===== config.mk =====
export PLATFORM = sky130hd
export DESIGN_NAME = sequence_ordered_frame_queue_core
export DESIGN_NICKNAME = d
export VERILOG_FILES = /design/src/rtl/core/sofq_pkg.sv /design/src/rtl/core/sofq_cell.sv /design/src/rtl/core/sequence_ordered_frame_queue_core.sv
export SDC_FILE = /design/constraint.sdc
export NUM_CORES = 2
export LEC_CHECK = 0
export ABC_AREA = 1
export BUFFER_PORTS_ARGS = -buffer_cell sky130_fd_sc_hd__buf_2
export CORE_ASPECT_RATIO = 1.1
export CORE_UTILIZATION = 60
export DETAILED_ROUTE_END_ITERATION = 12
export GPL_ROUTABILITY_DRIVEN = 0
export HOLD_SLACK_MARGIN = 0.05
export PLACE_DENSITY_LB_ADDON = 0.08
export SYNTH_ARGS = -nofsm -noshare
export SYNTH_HDL_FRONTEND = slang
export SYNTH_HIERARCHICAL = 1
export SYNTH_SLANG_ARGS = --single-unit
export TNS_END_PERCENT = 5

===== constraint.sdc =====
create_clock -name clk -period 4.3 [get_ports clk]
set_input_delay 0.43 -clock clk [delete_from_list [all_inputs] [get_ports clk]]
set_output_delay 0.43 -clock clk [all_outputs]
set_load 0.01 [all_outputs]

===== src/rtl/core/sofq_pkg.sv =====
`timescale 1ns / 1ps
`default_nettype none

package sofq_pkg;

    localparam int DEPTH   = 16;
    localparam int CNT_W   = $clog2(DEPTH + 1);
    localparam int TOTAL_W = 5;

    typedef enum logic {
        OP_PUSH = 1'b0,
        OP_POP  = 1'b1
    } op_t;

    typedef struct packed {
        logic [15:0] seq;
        logic [7:0]  src;
        logic [7:0]  dst;
        logic [1:0]  kind;
        logic [15:0] tag;
    } entry_t;

    // broadcast to every cell of the chain
    typedef struct packed {
        logic   push_en;
        logic   pop_en;
        entry_t item;
    } cell_ctl_t;

endpackage

`default_nettype wire


===== src/rtl/core/sofq_cell.sv =====
`timescale 1ns / 1ps
`default_nettype none

module sofq_cell (
    input  wire logic               clk,
    input  wire sofq_pkg::cell_ctl_t ctl,
    input  wire logic               occupied,
    input  wire logic               prev_gt,
    input  wire sofq_pkg::entry_t   prev_data,
    input  wire sofq_pkg::entry_t   next_data,
    output sofq_pkg::entry_t        data,
    output sofq_pkg::entry_t        data_next,
    output logic                    gt
);
    import sofq_pkg::*;

    entry_t data_reg;

    // strict compare: equal keys stay ahead of the new entry
    assign gt   = occupied && (data_reg.seq > ctl.item.seq);
    assign data = data_reg;

    always_comb
    begin
        data_next = data_reg;
        if (ctl.push_en)
        begin
            if (prev_gt)
            begin
                data_next = prev_data;
            end
            else if (gt || !occupied)
            begin
                data_next = ctl.item;
            end
        end
        else if (ctl.pop_en)
        begin
            data_next = next_data;
        end
    end

    always_ff @(posedge clk)
    begin
        data_reg <= data_next;
    end

endmodule

`default_nettype wire


===== src/rtl/core/sequence_ordered_frame_queue_core.sv =====
`timescale 1ns / 1ps
`default_nettype none

// Sorted frame descriptor queue, up to DEPTH entries in ascending seq_number.
// Input channel: item_valid / item_stall with operation (push or pop) and the
// descriptor fields, which a pop ignores. Output channel: result_valid /
// result_stall, one result per input transfer: head after the operation,
// entry_total after it, and rejected (push into a full queue or pop of an
// empty one; the queue is then unchanged).
// The result is registered and appears the cycle after the input transfer.
// Throughput: one item per cycle while the result is not stalled. The store is a
// chain of cells; on a push every cell compares its key against the broadcast
// descriptor and takes either its left neighbor, the new descriptor, or keeps
// its own, so an insert or a pop updates all cells together.
// Reset empties the queue (count cleared) and drops any pending result.
// When the receiver stalls, the result register holds and item_stall is
// raised until the result is taken.
module sequence_ordered_frame_queue_core (
    input  wire logic        clk,
    input  wire logic        rst_n,
    input  wire logic        item_valid,
    output logic             item_stall,
    input  wire logic        operation,
    input  wire logic [15:0] seq_number,
    input  wire logic [7:0]  source_station,
    input  wire logic [7:0]  dest_station,
    input  wire logic [1:0]  frame_kind,
    input  wire logic [15:0] payload_tag,
    output logic             result_valid,
    input  wire logic        result_stall,
    output logic             head_valid,
    output logic [15:0]      head_seq,
    output logic [7:0]       head_source,
    output logic [7:0]       head_dest,
    output logic [1:0]       head_kind,
    output logic [15:0]      head_tag,
    output logic [sofq_pkg::TOTAL_W-1:0] entry_total,
    output logic             rejected
);
    import sofq_pkg::*;

    logic             accept;
    logic             full;
    logic             empty;
    logic             reject_now;
    cell_ctl_t        ctl;
    logic [CNT_W-1:0] count_reg;
    logic [CNT_W-1:0] count_next;
    logic             result_valid_reg;
    logic             result_valid_next;
    entry_t           head_reg;
    entry_t           head_next;
    logic             head_valid_reg;
    logic [TOTAL_W-1:0] total_reg;
    logic             rejected_reg;

    entry_t           cell_q    [DEPTH];
    entry_t           cell_d    [DEPTH];
    logic             cell_gt   [DEPTH];
    logic             cell_occ  [DEPTH];

    assign item_stall = result_valid_reg && result_stall;
    assign accept     = item_valid && !item_stall;
    assign full       = (count_reg == CNT_W'(DEPTH));
    assign empty      = (count_reg == '0);

    always_comb
    begin
        ctl.item.seq  = seq_number;
        ctl.item.src  = source_station;
        ctl.item.dst  = dest_station;
        ctl.item.kind = frame_kind;
        ctl.item.tag  = payload_tag;
        ctl.push_en   = 1'b0;
        ctl.pop_en    = 1'b0;
        reject_now    = 1'b0;
        count_next    = count_reg;
        if (accept)
        begin
            case (op_t'(operation))
                OP_PUSH:
                begin
                    if (full)
                    begin
                        reject_now = 1'b1;
                    end
                    else
                    begin
                        ctl.push_en = 1'b1;
                        count_next  = count_reg + 1'b1;
                    end
                end
                OP_POP:
                begin
                    if (empty)
                    begin
                        reject_now = 1'b1;
                    end
                    else
                    begin
                        ctl.pop_en = 1'b1;
                        count_next = count_reg - 1'b1;
                    end
                end
                default:
                begin
                    reject_now = 1'b0;
                end
            endcase
        end
    end

    genvar i;
    generate
        for (i = 0; i < DEPTH; i++)
        begin : g_cell
            assign cell_occ[i] = (CNT_W'(i) < count_reg);
            if (i == 0)
            begin : g_first
                sofq_cell u_cell (
                    .clk       (clk),
                    .ctl       (ctl),
                    .occupied  (cell_occ[i]),
                    .prev_gt   (1'b0),
                    .prev_data (ctl.item),
                    .next_data (cell_q[i+1]),
                    .data      (cell_q[i]),
                    .data_next (cell_d[i]),
                    .gt        (cell_gt[i])
                );
            end
            else if (i == DEPTH - 1)
            begin : g_last
                sofq_cell u_cell (
                    .clk       (clk),
                    .ctl       (ctl),
                    .occupied  (cell_occ[i]),
                    .prev_gt   (cell_gt[i-1]),
                    .prev_data (cell_q[i-1]),
                    .next_data (cell_q[i]),
                    .data      (cell_q[i]),
                    .data_next (cell_d[i]),
                    .gt        (cell_gt[i])
                );
            end
            else
            begin : g_mid
                sofq_cell u_cell (
                    .clk       (clk),
                    .ctl       (ctl),
                    .occupied  (cell_occ[i]),
                    .prev_gt   (cell_gt[i-1]),
                    .prev_data (cell_q[i-1]),
                    .next_data (cell_q[i+1]),
                    .data      (cell_q[i]),
                    .data_next (cell_d[i]),
                    .gt        (cell_gt[i])
                );
            end
        end
    endgenerate

    // head fields read as zero when the queue ends up empty
    assign head_next = (count_next == '0) ? '0 : cell_d[0];

    always_comb
    begin
        result_valid_next = result_valid_reg;
        if (accept)
        begin
            result_valid_next = 1'b1;
        end
        else if (!result_stall)
        begin
            result_valid_next = 1'b0;
        end
    end

    always_ff @(posedge clk or negedge rst_n)
    begin
        if (!rst_n)
        begin
            count_reg        <= '0;
            result_valid_reg <= 1'b0;
        end
        else
        begin
            count_reg        <= count_next;
            result_valid_reg <= result_valid_next;
        end
    end

    always_ff @(posedge clk)
    begin
        if (accept)
        begin
            head_reg       <= head_next;
            head_valid_reg <= (count_next != '0);
            total_reg      <= TOTAL_W'(count_next);
            rejected_reg   <= reject_now;
        end
    end

    assign result_valid = result_valid_reg;
    assign head_valid   = head_valid_reg;
    assign head_seq     = head_reg.seq;
    assign head_source  = head_reg.src;
    assign head_dest    = head_reg.dst;
    assign head_kind    = head_reg.kind;
    assign head_tag     = head_reg.tag;
    assign entry_total  = total_reg;
    assign rejected     = rejected_reg;

endmodule

`default_nettype wire


==> run metrics <==
crit-path cells inv_1 > ha_1 > nand3_1 > nand2_1 > nor2_4 > buf_12 > inv_2 > nor2_1 > nand2_1 > nand2_1; total grt overflow 0; TNS Setup 0 ns; startpoint types flop; core area 104000 um2; post-route ant nets 0; DP Wirelength 121900 um; WHS ~0.12 ns; crit-path most repeated cell nand2_1; gr busiest metal met2; Synthesized Nets 11380; RSZ-0062 raised after global routing no; max FFs per register 700; final clock period utilization by the worst path 0.8081; diode count 0; slowest library cell on the worst path inv_2; Worst path max stage delay 0.67 ns; relative slew slack 0.2532; IO Port Bufs 113; Cell Area, Synth 63010 um2; VDD IR-drop max 0.5922 mV; starting density of the core 0.6061; Via-to-Cell Ratio 5.498; R2R setup slack 0.83 ns; YS warnings 6; routed wire length 176000 um; CTS HTree Levels 3; Pleak between 30 and 40 nW; Final setup viols 0; layout net count 10960; row cnt between 100 and 150; post-CTS sizing 0; drt first pass iters 6; Vias 66550; PwrDens between 800 and 900 nW/um2; CTS root buf clkbuf_16; total CTS buffers 97; largest net degree at the start of global routing 135; crit path DAT just over 4 ns; mean post-synth cell area 5.695 um2; clock sink count 863; Post-Syn Instances 11060; WL/cell about 15 um; Global Route met1 Usage 0.4307; Worst-Skew Late Latency 0.69 ns; Final min period 3.475 ns; worst slew pin tran around 1.1 ns; Worst setup EP type flop; Post CTS Setup Buffer Count 0; r2r startpoint count_reg[0]$_DFF_PN0_; DIE AREA about 110000 um2; met2 track demand over resource 0.5510; Crit Path Class flop to flop; Design Power between 0.05 and 0.06 W; delay-heaviest family, CP buffers and inverters; # DRC 0; fin area 66190 um2; fmax approximately 290 MHz; reg2reg end g_cell[14].g_mid.u_cell/data[11]$_DFF_P_; CP bufs+invs 3; Die X 311.0 um; Max FO, Critical Path 134; GR Util All Layers 0.3216; Die H 341.9 um; Clock Skew 0.01901 ns; cells on worst reg2reg path 10; run status complete, no violations; fin util 0.6368; Worst EP required 4.94 ns; Slew Limit Fails 0; first-pass GRT wire length around 300000 um; Hold Crit Class input port to asynchronous set/reset pin; max_cap viols 0; Post-CTS Hold Buffers 3; Worst path depth 10; CTS tree yes; Area Overhead vs Synth 5.058%; Iteration-0 DRC Markers 5799; layout cells sized above 1 0.04786; CTS max path bufs 3; Clock transition at path regs 0.07 ns; num ports roughly 110; Placement Cell Area approximately 63000 um2; M3 GR Usage 0.03050; Final Hold Viols 0; vias in the first global route 60830; initial antenna violation count 0
[how the worst max path moves through the flow]
| stage | slack [ns] | to | from |
|---|---|---|---|
| after floorplan | 0.89 | head_dest[4]$_SDFFCE_PN0N_ | result_stall |
| after global placement | 0.90 | g_cell[9].g_mid.u_cell/data[43]$_DFF_P_ | seq_number[9] |
| after detailed placement | 0.85 | g_cell[5].g_mid.u_cell/data[11]$_DFF_P_ | seq_number[11] |
| after CTS | 1.0 | g_cell[14].g_mid.u_cell/data[11]$_DFF_P_ | count_reg[0]$_DFF_PN0_ |
| after global routing | 0.71 | g_cell[14].g_mid.u_cell/data[9]$_DFF_P_ | count_reg[0]$_DFF_PN0_ |
| final | 0.83 | g_cell[14].g_mid.u_cell/data[11]$_DFF_P_ | count_reg[0]$_DFF_PN0_ |
[layout make-up]
cell class / instances / area [um2]
clock buffer: 130 / 2683
inverter: 454 / 1712
sequential: 863 / 17880
clock inverter: 48 / 564.3
multi-input combinational: 8970 / 39700
timing repair buffer: 254 / 1919
tap: 1386 / 1734
fill: 10030 / 37760
[routing by layer]
layer  part of all wire  vias up  wire (um)
li1                   -    34390          -
met1               0.46    29790      80640
met2               0.46     2156      81160
met3              0.065      212      11370
met4              0.016        0       2872
met5                  0        -          0
[power by group]
part	total [W]	internal [W]	leakage (nW)	switching, W
sequential	0.0170	0.0123	7.36	0.00465
clock	0.00866	0.00499	1.59	0.00366
combinational	0.0283	0.0100	24.4	0.0183
total	0.0540	0.0274	33.4	0.0266
[cells in the final DEF, fill, tap and decap left out, types with 2 or more instances in the layout]
cell,count
nand2_4,16
dfxtp_1,800
nor2_4,3
edfxtp_1,57
nand2_1,2707
clkinv_2,19
clkbuf_1,21
inv_2,34
clkinv_8,3
nand2_2,23
clkbuf_16,98
clkinv_4,2
o21ai_4,7
buf_2,113
nand3_1,1646
bufinv_16,10
inv_6,3
buf_4,115
nor2_1,3314
inv_1,419
clkinvlp_4,5
dlygate4sd3_1,3
o21ai_0,818
clkbuf_8,11
a21o_1,16
dfrtp_1,5
ha_1,260
buf_12,23
nor2_2,8
nand4_1,21
nor3_2,16
a21oi_1,112
clkinv_1,5
[stage by stage]
| stage | std cells | setup WS (ns) |
|---|---|---|
| detailed placement | 11920 | 0.8472 |
| finish | 12110 | 0.8252 |
| global placement | 11920 | 0.9007 |
| global route | 12110 | 0.7083 |
| CTS | 12110 | 0.9951 |
| floorplan | 11060 | 0.8895 |
Note: power is estimated with default switching activity, not from simulation.
